--- src/design/nwpc_pkg.sv ---
// shared types, constants and register indexes for the navigation word parity checker
// no dependencies; used by nwpc_parity_core and nav_word_parity_checker_unit
package nwpc_pkg;

  localparam int WORD_W    = 30;
  localparam int DATA_W    = 24;
  localparam int PAR_W     = 6;
  localparam int HIST_W    = 2;
  localparam int PRE_W     = 8;
  localparam int ID_W      = 3;
  localparam int COUNT_W   = 4;
  localparam int NUM_MASKS = 6;
  localparam int CFG_IDX_W = 3;

  localparam int SUBFRAME_WORDS_DEF = 10;

  typedef logic [DATA_W-1:0]  data_t;
  typedef logic [WORD_W-1:0]  word_t;
  typedef logic [PAR_W-1:0]   par_t;
  typedef logic [HIST_W-1:0]  hist_t;
  typedef logic [PRE_W-1:0]   pre_t;
  typedef logic [ID_W-1:0]    id_t;
  typedef logic [COUNT_W-1:0] count_t;
  typedef logic [CFG_IDX_W-1:0] cfg_idx_t;
  typedef data_t mask_set_t [NUM_MASKS];

  // configuration register indexes
  typedef enum logic [CFG_IDX_W-1:0] {
    REG_MASK_P25 = 3'd0,
    REG_MASK_P26 = 3'd1,
    REG_MASK_P27 = 3'd2,
    REG_MASK_P28 = 3'd3,
    REG_MASK_P29 = 3'd4,
    REG_MASK_P30 = 3'd5,
    REG_PREAMBLE = 3'd6
  } cfg_reg_t;

  localparam data_t MASK_P25_RST = 24'hEC7CD2;
  localparam data_t MASK_P26_RST = 24'h763E69;
  localparam data_t MASK_P27_RST = 24'hBB1F34;
  localparam data_t MASK_P28_RST = 24'h5D8F9A;
  localparam data_t MASK_P29_RST = 24'hAEC7CD;
  localparam data_t MASK_P30_RST = 24'h2DEA27;
  localparam pre_t  PREAMBLE_RST = 8'h8B;

endpackage

--- src/design/nwpc_parity_core.sv ---
// parity generator for one 30-bit word: polarity correction and six masked xor trees
// depends on nwpc_pkg
module nwpc_parity_core (
  input  nwpc_pkg::word_t     word,
  input  nwpc_pkg::hist_t     hist,
  input  nwpc_pkg::mask_set_t masks,
  output nwpc_pkg::par_t      parity,
  output nwpc_pkg::data_t     data
);
  import nwpc_pkg::*;

  logic d29;
  logic d30;

  assign d29 = hist[1];
  assign d30 = hist[0];

  // previous d30 set means the data arrives inverted
  assign data = d30 ? ~word[WORD_W-1:PAR_W] : word[WORD_W-1:PAR_W];

  assign parity[5] = d29 ^ (^(data & masks[0]));
  assign parity[4] = d30 ^ (^(data & masks[1]));
  assign parity[3] = d29 ^ (^(data & masks[2]));
  assign parity[2] = d30 ^ (^(data & masks[3]));
  assign parity[1] = d30 ^ (^(data & masks[4]));
  assign parity[0] = d29 ^ (^(data & masks[5]));

endmodule

--- src/design/nav_word_parity_checker_unit.sv ---
// Navigation word parity checker, top level. Takes one 30-bit word per cycle while
// in_stall is low and returns one result per accepted word: the word sits in an input
// register, the parity xor trees, preamble tests and subframe counter are combinational
// after it, and the result lands in an output register. Throughput is one item per clock
// while the output side takes results; the output register and input register let a new
// item enter while a finished result still waits.
// depends on nwpc_pkg and nwpc_parity_core
module nav_word_parity_checker_unit #(
  parameter int SUBFRAME_WORDS = nwpc_pkg::SUBFRAME_WORDS_DEF
) (
  input  logic                clk,
  input  logic                rst,
  // input items
  input  logic                in_valid,
  output logic                in_stall,
  input  nwpc_pkg::word_t     rx_word,
  input  logic                start_subframe,
  // configuration writes
  input  logic                cfg_valid,
  output logic                cfg_ready,
  input  nwpc_pkg::cfg_idx_t  cfg_index,
  input  nwpc_pkg::data_t     cfg_data,
  // result items
  output logic                out_valid,
  input  logic                out_stall,
  output nwpc_pkg::data_t     data_bits,
  output logic                word_ok,
  output logic                tlm_hit,
  output logic                tlm_inverted,
  output logic                subframe_done,
  output logic                subframe_ok,
  output nwpc_pkg::id_t       subframe_number
);
  import nwpc_pkg::*;

  localparam count_t LAST_COUNT = COUNT_W'(SUBFRAME_WORDS);

  // configuration registers
  mask_set_t masks;
  pre_t      preamble;

  // input register
  logic  s1_valid;
  word_t s1_word;
  logic  s1_start;

  // subframe state
  hist_t  prev_parity;
  count_t word_count;
  logic   sticky_error;
  id_t    captured_id;

  hist_t  prev_parity_next;
  count_t word_count_next;
  logic   sticky_error_next;
  id_t    captured_id_next;

  logic s1_fire;
  logic in_take;

  hist_t  hist_cur;
  count_t count_cur;
  logic   sticky_cur;
  id_t    id_cur;
  count_t count_inc;

  par_t  par_hist;
  data_t data_hist;
  par_t  par_up;
  data_t data_up;
  par_t  par_inv;
  data_t data_inv;
  word_t word_inv;

  logic ok;
  logic up_ok;
  logic inv_ok;
  logic hit;
  logic inv;
  logic done;
  logic sf_ok;

  assign cfg_ready = 1'b1;

  always_ff @(posedge clk) begin
    if (rst) begin
      masks[0] <= MASK_P25_RST;
      masks[1] <= MASK_P26_RST;
      masks[2] <= MASK_P27_RST;
      masks[3] <= MASK_P28_RST;
      masks[4] <= MASK_P29_RST;
      masks[5] <= MASK_P30_RST;
      preamble <= PREAMBLE_RST;
    end else if (cfg_valid && cfg_ready) begin
      case (cfg_index)
        REG_MASK_P25: masks[0] <= cfg_data;
        REG_MASK_P26: masks[1] <= cfg_data;
        REG_MASK_P27: masks[2] <= cfg_data;
        REG_MASK_P28: masks[3] <= cfg_data;
        REG_MASK_P29: masks[4] <= cfg_data;
        REG_MASK_P30: masks[5] <= cfg_data;
        REG_PREAMBLE: preamble <= cfg_data[PRE_W-1:0];
        default: ;
      endcase
    end
  end

  // handshake: stage 1 moves on when the output register is free or being taken
  assign s1_fire  = s1_valid && (!out_valid || !out_stall);
  assign in_stall = s1_valid && !s1_fire;
  assign in_take  = in_valid && !in_stall;

  always_ff @(posedge clk) begin
    if (rst) begin
      s1_valid <= 1'b0;
    end else if (in_take) begin
      s1_valid <= 1'b1;
    end else if (s1_fire) begin
      s1_valid <= 1'b0;
    end
  end

  always_ff @(posedge clk) begin
    if (in_take) begin
      s1_word  <= rx_word;
      s1_start <= start_subframe;
    end
  end

  // subframe start clears history before this word
  assign hist_cur   = s1_start ? '0 : prev_parity;
  assign count_cur  = s1_start ? '0 : word_count;
  assign sticky_cur = s1_start ? 1'b0 : sticky_error;
  assign id_cur     = s1_start ? '0 : captured_id;

  nwpc_parity_core u_par_hist (
    .word   (s1_word),
    .hist   (hist_cur),
    .masks  (masks),
    .parity (par_hist),
    .data   (data_hist)
  );

  nwpc_parity_core u_par_up (
    .word   (s1_word),
    .hist   ('0),
    .masks  (masks),
    .parity (par_up),
    .data   (data_up)
  );

  assign word_inv = ~s1_word;

  nwpc_parity_core u_par_inv (
    .word   (word_inv),
    .hist   ('0),
    .masks  (masks),
    .parity (par_inv),
    .data   (data_inv)
  );

  assign ok     = (par_hist == s1_word[PAR_W-1:0]);
  assign up_ok  = (par_up == s1_word[PAR_W-1:0]);
  assign inv_ok = (par_inv == word_inv[PAR_W-1:0]);

  // complemented word is only tried when the upright parity fails
  always_comb begin
    if (up_ok) begin
      hit = (data_up[DATA_W-1 -: PRE_W] == preamble);
      inv = 1'b0;
    end else begin
      hit = inv_ok && (data_inv[DATA_W-1 -: PRE_W] == preamble);
      inv = hit;
    end
  end

  assign count_inc = count_cur + count_t'(1);
  assign done      = (count_inc >= LAST_COUNT);

  always_comb begin
    prev_parity_next  = par_hist[HIST_W-1:0];
    sticky_error_next = sticky_cur | ~ok;
    captured_id_next  = (count_cur == count_t'(1)) ? data_hist[4:2] : id_cur;
    word_count_next   = count_inc;
    sf_ok             = 1'b0;
    if (done) begin
      sf_ok             = ~sticky_error_next && (par_hist[HIST_W-1:0] == '0);
      word_count_next   = '0;
      sticky_error_next = 1'b0;
    end
  end

  always_ff @(posedge clk) begin
    if (rst) begin
      prev_parity  <= '0;
      word_count   <= '0;
      sticky_error <= 1'b0;
      captured_id  <= '0;
    end else if (s1_fire) begin
      prev_parity  <= prev_parity_next;
      word_count   <= word_count_next;
      sticky_error <= sticky_error_next;
      captured_id  <= captured_id_next;
    end
  end

  // result register
  always_ff @(posedge clk) begin
    if (rst) begin
      out_valid <= 1'b0;
    end else if (s1_fire) begin
      out_valid <= 1'b1;
    end else if (!out_stall) begin
      out_valid <= 1'b0;
    end
  end

  always_ff @(posedge clk) begin
    if (s1_fire) begin
      data_bits       <= data_hist;
      word_ok         <= ok;
      tlm_hit         <= hit;
      tlm_inverted    <= inv;
      subframe_done   <= done;
      subframe_ok     <= sf_ok;
      subframe_number <= captured_id_next;
    end
  end

endmodule
--- config.mk ---
export PLATFORM = sky130hd
export DESIGN_NAME = nav_word_parity_checker_unit
export DESIGN_NICKNAME = d
export VERILOG_FILES = /design/src/design/nwpc_pkg.sv /design/src/design/nwpc_parity_core.sv /design/src/design/nav_word_parity_checker_unit.sv
export SDC_FILE = /design/constraint.sdc
export NUM_CORES = 1
export LEC_CHECK = 0
export BUFFER_PORTS_ARGS = -buffer_cell sky130_fd_sc_hd__buf_2
export CAP_MARGIN = 20
export CORE_ASPECT_RATIO = 1.75
export CORE_MARGIN = 2
export CORE_UTILIZATION = 40
export CTS_CLUSTER_SIZE = 24
export DETAILED_ROUTE_END_ITERATION = 10
export SLEW_MARGIN = 20
export SYNTH_ARGS = -nofsm -noshare
export SYNTH_HDL_FRONTEND = slang
export SYNTH_SLANG_ARGS = --single-unit
--- constraint.sdc ---
create_clock -name clk -period 3.38 [get_ports clk]
set_input_delay 0.676 -clock clk [delete_from_list [all_inputs] [get_ports clk]]
set_output_delay 0.676 -clock clk [all_outputs]
set_load 0.1 [all_outputs]
==> Flow_metrics.wiki, run 1 <==
{| class="wikitable"
! Metric !! Value
|-
| Status || finished clean
|-
| Fill cell instance count of the final layout || between 3000 and 4000
|-
| FF-to-FF End || tlm_hit
|-
| Clock transition at the registers of the reported paths || 0.06 ns
|-
| Final count of hold timing violations || 0
|-
| Setup violations, final || 0
|-
| Most used flip-flop cell after synthesis || sky130_fd_sc_hd__dfxtp_1
|-
| Die W || between 150 and 200 µm
|-
| Number of nets in the layout || roughly 2100
|-
| Cells taking the most area after synthesis || sky130_fd_sc_hd__dfxtp_1 (21%), sky130_fd_sc_hd__xnor2_1 (19%), sky130_fd_sc_hd__nand2_1 (13%)
|-
| Endpoint class of the critical path || register
|-
| Pin count of the biggest net entering global routing || between 70 and 80
|-
| Slowest Stage Delay on Critical Path || 0.80 ns
|-
| Max-slew violation total from the final report || 0
|-
| Initial antenna violation count || 0
|-
| Mean routed wirelength per cell || about 28 µm
|-
| Floorplan core area || roughly 38000 µm²
|-
| VDD IR max || 0.000461 V
|-
| Number of DRC markers after the initial detailed-route iteration || between 1000 and 1500
|-
| PnR Total Power || between 9 and 10 mW
|-
| Share of the synthesized area in the top cell type || 0.210
|-
| Reported max-cap violation count || 0
|-
| Static power due to leakage || approximately 7.3 nW
|-
| Total congestion overflow after global routing || 0
|-
| PD cells || about 520 nW/µm²
|-
| Final wirelength || around 73000 µm
|-
| Number of cells on the worst hold path || 1
|-
| Per-instance average area after synthesis || 8.17 µm²
|-
| Row Count || 95
|-
| Inserted Diodes || 0
|-
| Clock period minus worst slack || 3.36 ns
|-
| Launching instance or port of the critical path || s1_word[16]
|-
| Area enclosed by the die boundary || 40700 µm²
|-
| Number of storage elements in the synthesis netlist || 227
|-
| Timing endpoint of the critical path || tlm_hit
|-
| Number of vias per cell || roughly 5.5
|-
| Number of port buffers || 96
|-
| CTS H-Tree Depth || 1
|-
| Count of clock tree sinks || about 230
|-
| Critical Path, Cell by Cell || buf_4 > nand2_1 > xnor2_1 > xnor2_1 > xnor2_1 > xnor2_1 > xnor2_1 > nor4_1 > and3_1 > nand3_1 > o21ai_0
|-
| Placed wire-length estimate after detailed placement || ~56000 µm
|-
| Slack of the worst reg-to-reg path || between 0.015 and 0.02 ns
|-
| CTS root buf || sky130_fd_sc_hd__clkbuf_16
|-
| Most area-hungry cell type in the Yosys netlist || sky130_fd_sc_hd__dfxtp_1
|-
| Clk_lat worst skew || around 0.57 ns
|-
| Sum of negative setup slack || 0 ns
|-
| Maximum count of clock buffers along a single path || 3
|-
| Count of vias placed by the detailed router || between 10000 and 15000
|-
| Ratio of cells with drive above 1 in the final layout || 0.152
|-
| Die height || 265 µm
|-
| Number of distinct library cells after synthesis || 50
|-
| Worst Skew || ~0.017 ns
|-
| Required time at the worst-slack endpoint || 3.68 ns
|-
| Async SR Flop Fraction || 0
|-
| Net count after synthesis || 1976
|-
| Instance count of the mapped netlist || 1910
|-
| CP arrival || between 3 and 4 ns
|-
| Timing-limited maximum frequency || a little under 300 MHz
|-
| Number of nets with antenna violations after routing || 0
|-
| Initial standard-cell utilization of the core || 0.406
|-
| Synth-to-Final Area Change || 17.7%
|-
| Final critical-path share of the clock period || 0.995
|-
| Number of design rule violations left after detail routing || 0
|-
| Weighted congestion reported at the end of routability-driven placement || a little over 1
|-
| Crit Path Max Fanout || 6
|-
| Highest-delay cell along the critical path || sky130_fd_sc_hd__edfxtp_1
|-
| Max-slew headroom at the worst pin || 0.436
|-
| Cell area after synthesis || 15600 µm²
|-
| Fin util || 0.478
|-
| Worst r2r path cells || 11
|-
| Wire length of the first global-routing pass || 101000 µm
|-
| Number of global-route vias before repair || between 10000 and 15000
|-
| Start of the worst register-to-register path || s1_word[16]
|-
| Cell mode on critical path || sky130_fd_sc_hd__xnor2_1
|-
| Slew at the pin with the worst max-slew slack || around 0.84 ns
|-
| Total global-route track usage || 0.351
|-
| Number of enable flip-flop cells after synthesis || 63
|-
| Count of warnings emitted by yosys || 0
|-
| Most used cells in the layout excluding fill and tap cells || sky130_fd_sc_hd__nand2_1 (558), sky130_fd_sc_hd__xnor2_1 (325), sky130_fd_sc_hd__dfxtp_1 (164)
|-
| Hold crit path type || in2reg
|-
| Number of top-level pins || 98
|-
| Sort of element at the start of the critical path || register
|-
| Most common cell after layout, fill and taps aside || sky130_fd_sc_hd__nand2_1
|-
| Detailed-routing iteration count for the pre-antenna-repair pass || 5
|-
| CTS tree || done
|-
| Num CTS Buffers || 24
|-
| Critical Setup Path Class || reg2reg
|-
| Hold-fix buffers, CTS || 0
|-
| Sequential element share of the synthesized area || 0.332
|}
[state kept, by name, summed over array words and instances, names as in the netlist]
| register | cells |
|---|---|
| captured_id | 3 |
| data_bits | 24 |
| masks | 144 |
| out_valid | 1 |
| preamble | 8 |
| prev_parity | 2 |
| s1_start | 1 |
| s1_valid | 1 |
| s1_word | 30 |
| sticky_error | 1 |
| subframe_done | 1 |
| subframe_number | 3 |
| subframe_ok | 1 |
| tlm_hit | 1 |
| tlm_inverted | 1 |
| word_count | 4 |
| word_ok | 1 |
[power by group]
| group | internal [mW] | switching [mW] |
|---|---|---|
| Clock | 1.59 | 1.22 |
| Combinational | 1.64 | 2.03 |
| Sequential | 2.93 | 0.198 |
[layer usage]
layer / track usage / vias to the layer above / wire length, µm
li1: - / 6531 / -
met1: 0.377 / 6805 / 25600
met2: 0.609 / 643 / 35200
met3: 0.0388 / 219 / 3920
met4: 0.304 / 0 / 7790
met5: 0 / - / 0
[through the flow]
step | worst slack [ns] | area (µm²) | instances | hold WS [ns]
final | 0.0168 | 18400 | 2572 | 0.288
after global routing | -0.0181 | 18400 | 2572 | 0.279
after CTS | 0.0304 | 18200 | 2563 | 0.271
after detailed placement | 0.000872 | 17300 | 2516 | 0.457
after global placement | 0.0785 | 17300 | 2516 | 0.454
after floorplan | 0.0795 | 15600 | 1910 | 0.432
[repair_timing]
item	CTS	global route
resized for setup	0	18
gates cloned	0	1
buffers inserted	3	8
pin swaps	0	8
setup endpoints to repair	1	2
[worst min-delay path by stage]
stage                      start            to  slack, ns
floorplan           sticky_error  sticky_error       0.43
global placement    sticky_error  sticky_error       0.45
detailed placement  sticky_error  sticky_error       0.46
CTS                  rx_word[21]   s1_word[21]       0.27
global route         rx_word[24]   s1_word[24]       0.28
finish                rx_word[0]    s1_word[0]       0.29
[layout make-up]
cell class                 count  area [µm²]  area share
clock buffer                  31         648      0.0353
clock inverter                13         150     0.00818
tap                          485         607      0.0331
timing repair buffer         235        1680      0.0913
sequential                   227        5170       0.282
inverter                      14        52.6     0.00286
multi-input combinational   1567       10000       0.547
[cells by family (layout without fill, tap and decap cells)]
group,after synthesis,count (layout),share of synthesized area
simple gates,915,915,0.280
fa+ha+maj,3,3,0.00241
buf+inv,116,293,0.0322
mux,17,17,0.0112
flops,227,227,0.332
xor+xnor,433,433,0.267
compound gates,198,198,0.0747
other cells,1,1,0.000240
[cells in the mapped netlist (14+ instances only)]
library cell               number
sky130_fd_sc_hd__nand2b_1      31
sky130_fd_sc_hd__nor2_1        42
sky130_fd_sc_hd__clkbuf_1      84
sky130_fd_sc_hd__o211ai_1      44
sky130_fd_sc_hd__xor2_1        68
sky130_fd_sc_hd__inv_1         14
sky130_fd_sc_hd__o21ai_0       36
sky130_fd_sc_hd__dfxtp_1      164
sky130_fd_sc_hd__nor2b_1      127
sky130_fd_sc_hd__edfxtp_1      63
sky130_fd_sc_hd__nand2_1      559
sky130_fd_sc_hd__xnor2_1      334
sky130_fd_sc_hd__nand3b_1     117
sky130_fd_sc_hd__a21oi_1       89
[critical path, delay by kind of cell, from the launching register on]
kind / cells / cell delay (ns)
AOI/OAI and AO/OA: 1 / 0.08
xor gates and xnor gates: 5 / 1.40
buffers and inverters: 1 / 0.29
DFF: 1 / 0.80
and+or+nand+nor: 4 / 0.54
Power figures use the tool's default switching activity.
==> run 2, diff against run 1 <==
- SLEW_MARGIN: 20 -> 0
- clock period: 3.38 -> 4 ns (I/O delays scaled with it)
==> run 2 against run 1 <==
Clock power fell by 13%. Global-route usage rose by 0.98 points. Sequential power fell by 15%. Utilization fell by 1.3 points. Sequential share of layout area rose by 0.80 points. Final area fell by 2.7%. Non-clock buffer count fell by 49. Maximum frequency fell by 11%. Highest routed layer unchanged.
==> Flow_metrics.wiki, run 2 (synthesized netlist as in run 1, its figures left out) <==
{| class="wikitable"
! Metric !! Value
|-
| Status || finished clean
|-
| Fill cell instance count of the final layout || 3820
|-
| CTS root buf || sky130_fd_sc_hd__clkbuf_16
|-
| Initial standard-cell utilization of the core || 0.406
|-
| Clock period minus worst slack || between 3 and 4 ns
|-
| Sort of element at the start of the critical path || register
|-
| CTS H-Tree Depth || 1
|-
| Highest-delay cell along the critical path || sky130_fd_sc_hd__and2b_1
|-
| VDD IR max || ~0.00040 V
|-
| Slew at the pin with the worst max-slew slack || roughly 1.1 ns
|-
| Sum of negative setup slack || 0 ns
|-
| Ratio of cells with drive above 1 in the final layout || 0.128
|-
| Area taken by multi-input logic gates || between 9000 and 10000 µm²
|-
| Most used cells in the layout excluding fill and tap cells || sky130_fd_sc_hd__nand2_1 (559), sky130_fd_sc_hd__xnor2_1 (332), sky130_fd_sc_hd__dfxtp_1 (164)
|-
| Total global-route track usage || 0.361
|-
| Total congestion overflow after global routing || 0
|-
| Top Registers || masks (144), s1_word (30), data_bits (24)
|-
| Setup Buffers After CTS || 0
|-
| Max-slew violation total from the final report || 0
|-
| Timing-limited maximum frequency || about 260 MHz
|-
| Die height || about 270 µm
|-
| Num CTS Buffers || 25
|-
| CP arrival || around 4.1 ns
|-
| Count of vias placed by the detailed router || between 10000 and 15000
|-
| Setup repair after global routing missed its margin || no
|-
| Number of nets with antenna violations after routing || 0
|-
| Required time at the worst-slack endpoint || 4.32 ns
|-
| Number of top-level pins || 98
|-
| Max-slew headroom at the worst pin || 0.268
|-
| Maximum count of clock buffers along a single path || 3
|-
| CTS tree || done
|-
| Crit Path Max Fanout || 17
|-
| Detailed-routing iteration count for the pre-antenna-repair pass || 5
|-
| Number of DRC markers after the initial detailed-route iteration || around 1200
|-
| Kind of cell adding the most delay to the critical path || XOR/XNOR gates
|-
| Slack of the worst reg-to-reg path || approximately 0.21 ns
|-
| Number of flip-flops in the largest register || around 140
|-
| Area after DPL || approximately 17000 µm²
|-
| Reported max-cap violation count || 0
|-
| Endpoint class of the critical path || register
|-
| Weighted congestion reported at the end of routability-driven placement || a little over 1
|-
| Cell mode on critical path || sky130_fd_sc_hd__xnor2_1
|-
| Synth-to-Final Area Change || 14.5%
|-
| PD cells || 446 nW/µm²
|-
| Number of nets in the layout || about 2100
|-
| Row Count || 95
|-
| Wire length of the first global-routing pass || ~100000 µm
|-
| Register with the highest flop count || masks
|-
| Final critical-path share of the clock period || 0.947
|-
| Initial antenna violation count || 0
|-
| Setup violations, final || 0
|-
| Critical Path, Cell by Cell || buf_4 > and2b_1 > xnor2_2 > inv_1 > o211ai_1 > nand2_1 > xnor2_1 > xnor2_1 > xnor3_1 > xnor2_1 > nor3_2 > and4b_1
|-
| Clock transition at the registers of the reported paths || around 0.060 ns
|-
| Die W || between 150 and 200 µm
|-
| Critical Setup Path Class || reg2reg
|-
| Number of design rule violations left after detail routing || 0
|-
| Number of vias per cell || 5.55
|-
| Count of clock tree sinks || about 230
|-
| Number of port buffers || between 90 and 100
|-
| Hold crit path type || in2reg
|-
| Post-layout instance area || roughly 18000 µm²
|-
| Mean routed wirelength per cell || roughly 29 µm
|-
| Area used by sequential logic in the layout || a little over 5000 µm²
|-
| Floorplan core area || 38400 µm²
|-
| Final wirelength || 74300 µm
|-
| Pin count of the biggest net entering global routing || 85
|-
| Placed wire-length estimate after detailed placement || around 57000 µm
|-
| Slowest Stage Delay on Critical Path || between 0.5 and 0.6 ns
|-
| Final count of hold timing violations || 0
|-
| Area enclosed by the die boundary || 40700 µm²
|-
| Static power due to leakage || 7.05 nW
|-
| PnR Total Power || between 7 and 8 mW
|-
| Clk_lat worst skew || between 0.5 and 0.6 ns
|-
| Number of global-route vias before repair || 13800
|-
| Worst Skew || roughly 0.012 ns
|-
| Inserted Diodes || 0
|-
| Most common cell after layout, fill and taps aside || sky130_fd_sc_hd__nand2_1
|-
| Buf+Inv Stages, Crit Path || 2
|}
## run 2: changes by cell type in the layout (fill, tap and decap cells not counted), moves of 3 or more
| cell | before | now |
|---|---|---|
| sky130_fd_sc_hd__buf_4 | 129 | 87 |
| sky130_fd_sc_hd__buf_12 | 9 | 4 |
| sky130_fd_sc_hd__clkbuf_1 | 6 | 3 |
| sky130_fd_sc_hd__xnor2_2 | 20 | 15 |
| sky130_fd_sc_hd__xnor2_1 | 325 | 332 |
## run 2: layout make-up
| cell class | instances | area share |
|---|---|---|
| clock buffers | 30 | 0.0372 |
| clock inverters | 15 | 0.00932 |
| inverters | 14 | 0.00294 |
| multi-input cells | 1567 | 0.559 |
| flip-flops and latches | 227 | 0.290 |
| well taps | 485 | 0.0340 |
| repair buffers | 186 | 0.0677 |
## run 2: through the flow
| stage | cells | util | worst slack, ns | hold WS, ns |
|---|---|---|---|---|
| after detailed placement | 2478 | 0.442 | 0.0470 | 0.450 |
| after floorplan | 1910 | - | 0.686 | 0.432 |
| final | 2524 | 0.465 | 0.213 | 0.415 |
| after global placement | 2478 | 0.442 | 0.0678 | 0.452 |
| after CTS | 2523 | 0.464 | 0.0347 | 0.396 |
| after global routing | 2524 | 0.465 | 0.0809 | 0.400 |
## run 2: path summary, 6_finish.rpt
kind           startpoint  cells after the start           end
min           rx_word[22]                      1   s1_word[22]
max reg2reg      s1_start                     12   subframe_ok
max              s1_start                     12   subframe_ok
min reg2reg  sticky_error                      2  sticky_error
## run 2: what timing repair did
| action | 4_1_cts | 5_1_grt |
|---|---|---|
| setup endpoints to repair | 0 | 2 |
| resized for setup | 0 | 2 |
| hold buffers | 0 | 0 |
## run 2: power breakdown
part | total [mW] | internal, mW | switching (mW)
clock | 2.43 | 1.38 | 1.04
combinational | 2.89 | 1.23 | 1.66
sequential | 2.66 | 2.48 | 0.180
## run 2: worst register-to-register path, cell delays in order (launching register included)
cell                       delay (ns)
sky130_fd_sc_hd__edfxtp_1        0.39
sky130_fd_sc_hd__buf_4           0.22
sky130_fd_sc_hd__and2b_1         0.54
sky130_fd_sc_hd__xnor2_2         0.24
sky130_fd_sc_hd__inv_1           0.18
sky130_fd_sc_hd__o211ai_1        0.41
sky130_fd_sc_hd__nand2_1         0.12
sky130_fd_sc_hd__xnor2_1         0.38
sky130_fd_sc_hd__xnor2_1         0.22
sky130_fd_sc_hd__xnor3_1         0.32
sky130_fd_sc_hd__xnor2_1         0.25
sky130_fd_sc_hd__nor3_2          0.08
sky130_fd_sc_hd__and4b_1         0.20
## run 2: routing by layer
layer  routed length (µm)  vias up  share of wire  global-route usage
met4                 7720        0           0.10               0.301
met1                25500     6707           0.34               0.382
li1                     -     6415              -                   -
met2                36800      663           0.50               0.636
met5                    0        -              0                   0
met3                 4240      227          0.057              0.0419
==> run 3, diff against run 2 <==
- CORE_MARGIN: 2 -> not set
- CORE_UTILIZATION: 40 -> 45
- PLACE_DENSITY: not set -> 0.64
==> run 3 against run 2 <==
Worst setup slack better by 0.063 ns. Maximum frequency is 1.7% higher. Sequential share of layout area is 0.50 points higher. Die area is 13% lower. Global-route usage is 1.5 points higher. Routed wire length is 12% lower. Utilization is 5.2 points higher. Clock skew is 0.00099 ns higher. Register-to-register slack better by 0.06 ns. Cell count is 2.2% lower. Critical path type unchanged.
==> Flow_metrics.wiki, run 3 (synthesized netlist as in run 1, its figures left out) <==
{| class="wikitable"
! Metric !! Value
|-
| Status || finished clean
|-
| Die W || ~140 µm
|-
| Reported max-cap violation count || 0
|-
| CP arrival || between 4 and 5 ns
|-
| Number of global-route vias before repair || around 13000
|-
| Final critical-path share of the clock period || 0.931
|-
| VDD IR max || 0.000447 V
|-
| Setup repair after global routing missed its margin || no
|-
| CTS root buf || sky130_fd_sc_hd__clkbuf_16
|-
| Clk_lat worst skew || 0.56 ns
|-
| Area taken by multi-input logic gates || approximately 10000 µm²
|-
| Number of flip-flops in the largest register || 144
|-
| Wire length of the first global-routing pass || between 90000 and 100000 µm
|-
| Pin count of the biggest net entering global routing || 64
|-
| Weighted congestion reported at the end of routability-driven placement || 1.03
|-
| Area enclosed by the die boundary || 35400 µm²
|-
| Worst Skew || between 0.01 and 0.015 ns
|-
| Floorplan core area || around 34000 µm²
|-
| Setup violations, final || 0
|-
| Maximum count of clock buffers along a single path || 3
|-
| Hold crit path type || in2reg
|-
| Setup Buffers After CTS || 0
|-
| CTS tree || done
|-
| Number of DRC markers after the initial detailed-route iteration || roughly 1300
|-
| Max-slew headroom at the worst pin || 0.230
|-
| Total congestion overflow after global routing || 0
|-
| Number of design rule violations left after detail routing || 0
|-
| Initial standard-cell utilization of the core || 0.459
|-
| Required time at the worst-slack endpoint || between 4 and 5 ns
|-
| Timing-limited maximum frequency || ~270 MHz
|-
| Hold-fix buffers, CTS || 0
|-
| Final count of hold timing violations || 0
|-
| Detailed-routing iteration count for the pre-antenna-repair pass || 5
|-
| CTS H-Tree Depth || 1
|-
| Count of vias placed by the detailed router || between 10000 and 15000
|-
| Static power due to leakage || between 6 and 7 nW
|-
| Area after DPL || ~17000 µm²
|-
| Max-slew violation total from the final report || 0
|-
| Total global-route track usage || 0.375
|-
| Top Registers || masks (144), s1_word (30), data_bits (24)
|-
| Crit Path Max Fanout || 11
|-
| Num CTS Buffers || 24
|-
| Register with the highest flop count || masks
|-
| Ratio of cells with drive above 1 in the final layout || 0.117
|-
| Inserted Diodes || 0
|-
| Number of top-level pins || between 90 and 100
|-
| Number of nets with antenna violations after routing || 0
|-
| Number of vias per cell || 5.68
|-
| Critical Setup Path Class || reg2reg
|-
| Most common cell after layout, fill and taps aside || sky130_fd_sc_hd__nand2_1
|-
| Initial antenna violation count || 0
|-
| Clock transition at the registers of the reported paths || 0.07 ns
|-
| Sort of element at the start of the critical path || register
|-
| Row Count || about 90
|-
| Most used cells in the layout excluding fill and tap cells || sky130_fd_sc_hd__nand2_1 (559), sky130_fd_sc_hd__xnor2_1 (334), sky130_fd_sc_hd__dfxtp_1 (164)
|-
| Endpoint class of the critical path || register
|-
| Sum of negative setup slack || 0 ns
|-
| Number of nets in the layout || approximately 2100
|-
| PostCTS Resize Cnt || 0
|-
| Mean routed wirelength per cell || roughly 27 µm
|-
| Fill cell instance count of the final layout || 3298
|-
| Slew at the pin with the worst max-slew slack || 1.15 ns
|-
| Count of clock tree sinks || 227
|-
| Die height || roughly 250 µm
|-
| Number of port buffers || 96
|-
| Final wirelength || around 66000 µm
|-
| Post-layout instance area || 17600 µm²
|-
| Synth-to-Final Area Change || 12.5%
|-
| Placed wire-length estimate after detailed placement || a little under 50000 µm
|-
| Clock period minus worst slack || about 3.7 ns
|-
| Area used by sequential logic in the layout || 5170 µm²
|-
| PD cells || 443 nW/µm²
|}
[run 3: final cells by class]
class / instances / share of cell area
timing repair buffer: 162 / 0.0583
sequential: 227 / 0.295
tap: 455 / 0.0324
clock inverter: 14 / 0.00727
inverter: 14 / 0.00299
clock buffer: 30 / 0.0373
multi-input combinational: 1567 / 0.567
[run 3: final timing paths]
path                                     start            to  slack (ns)  cells after the start
worst min-delay path               rx_word[26]   s1_word[26]        0.41                      1
worst max register to register  prev_parity[0]   subframe_ok        0.28                     11
worst min register to register    sticky_error  sticky_error        0.46                      2
worst max-delay path            prev_parity[0]   subframe_ok        0.28                     11
[run 3: critical path, cell delays in order (launching register included)]
cell,delay [ns]
sky130_fd_sc_hd__dfxtp_1,0.42
sky130_fd_sc_hd__and2b_1,0.36
sky130_fd_sc_hd__xnor2_1,0.95
sky130_fd_sc_hd__inv_1,0.25
sky130_fd_sc_hd__nand2_1,0.14
sky130_fd_sc_hd__nor2_1,0.04
sky130_fd_sc_hd__a21oi_1,0.31
sky130_fd_sc_hd__xnor2_1,0.23
sky130_fd_sc_hd__xnor3_1,0.30
sky130_fd_sc_hd__nand4_1,0.20
sky130_fd_sc_hd__nor3_2,0.08
sky130_fd_sc_hd__and4b_1,0.20
[run 3: routing by layer]
metal,part of all wire,up-vias,GRT usage
met2,0.46,766,0.607
met1,0.36,6618,0.431
met5,0,-,0
li1,-,6370,-
met4,0.11,0,0.351
met3,0.073,272,0.0444
[run 3: through the flow]
stage / std cells / power (mW) / hold WS, ns / util / worst slack (ns)
global placement: 2424 / 5.42 / 0.441 / 0.493 / 0.385
finish: 2469 / 7.77 / 0.412 / 0.517 / 0.277
global route: 2469 / 7.98 / 0.411 / 0.517 / 0.195
CTS: 2468 / 7.73 / 0.402 / 0.516 / 0.360
floorplan: 1910 / 4.59 / 0.432 / - / 0.686
detailed placement: 2424 / 5.43 / 0.450 / 0.493 / 0.394
[run 3: power by group]
group | switching (mW) | internal, mW
Clock | 1.07 | 1.25
Combinational | 1.61 | 1.18
Sequential | 0.187 | 2.48
Total | 2.86 | 4.90
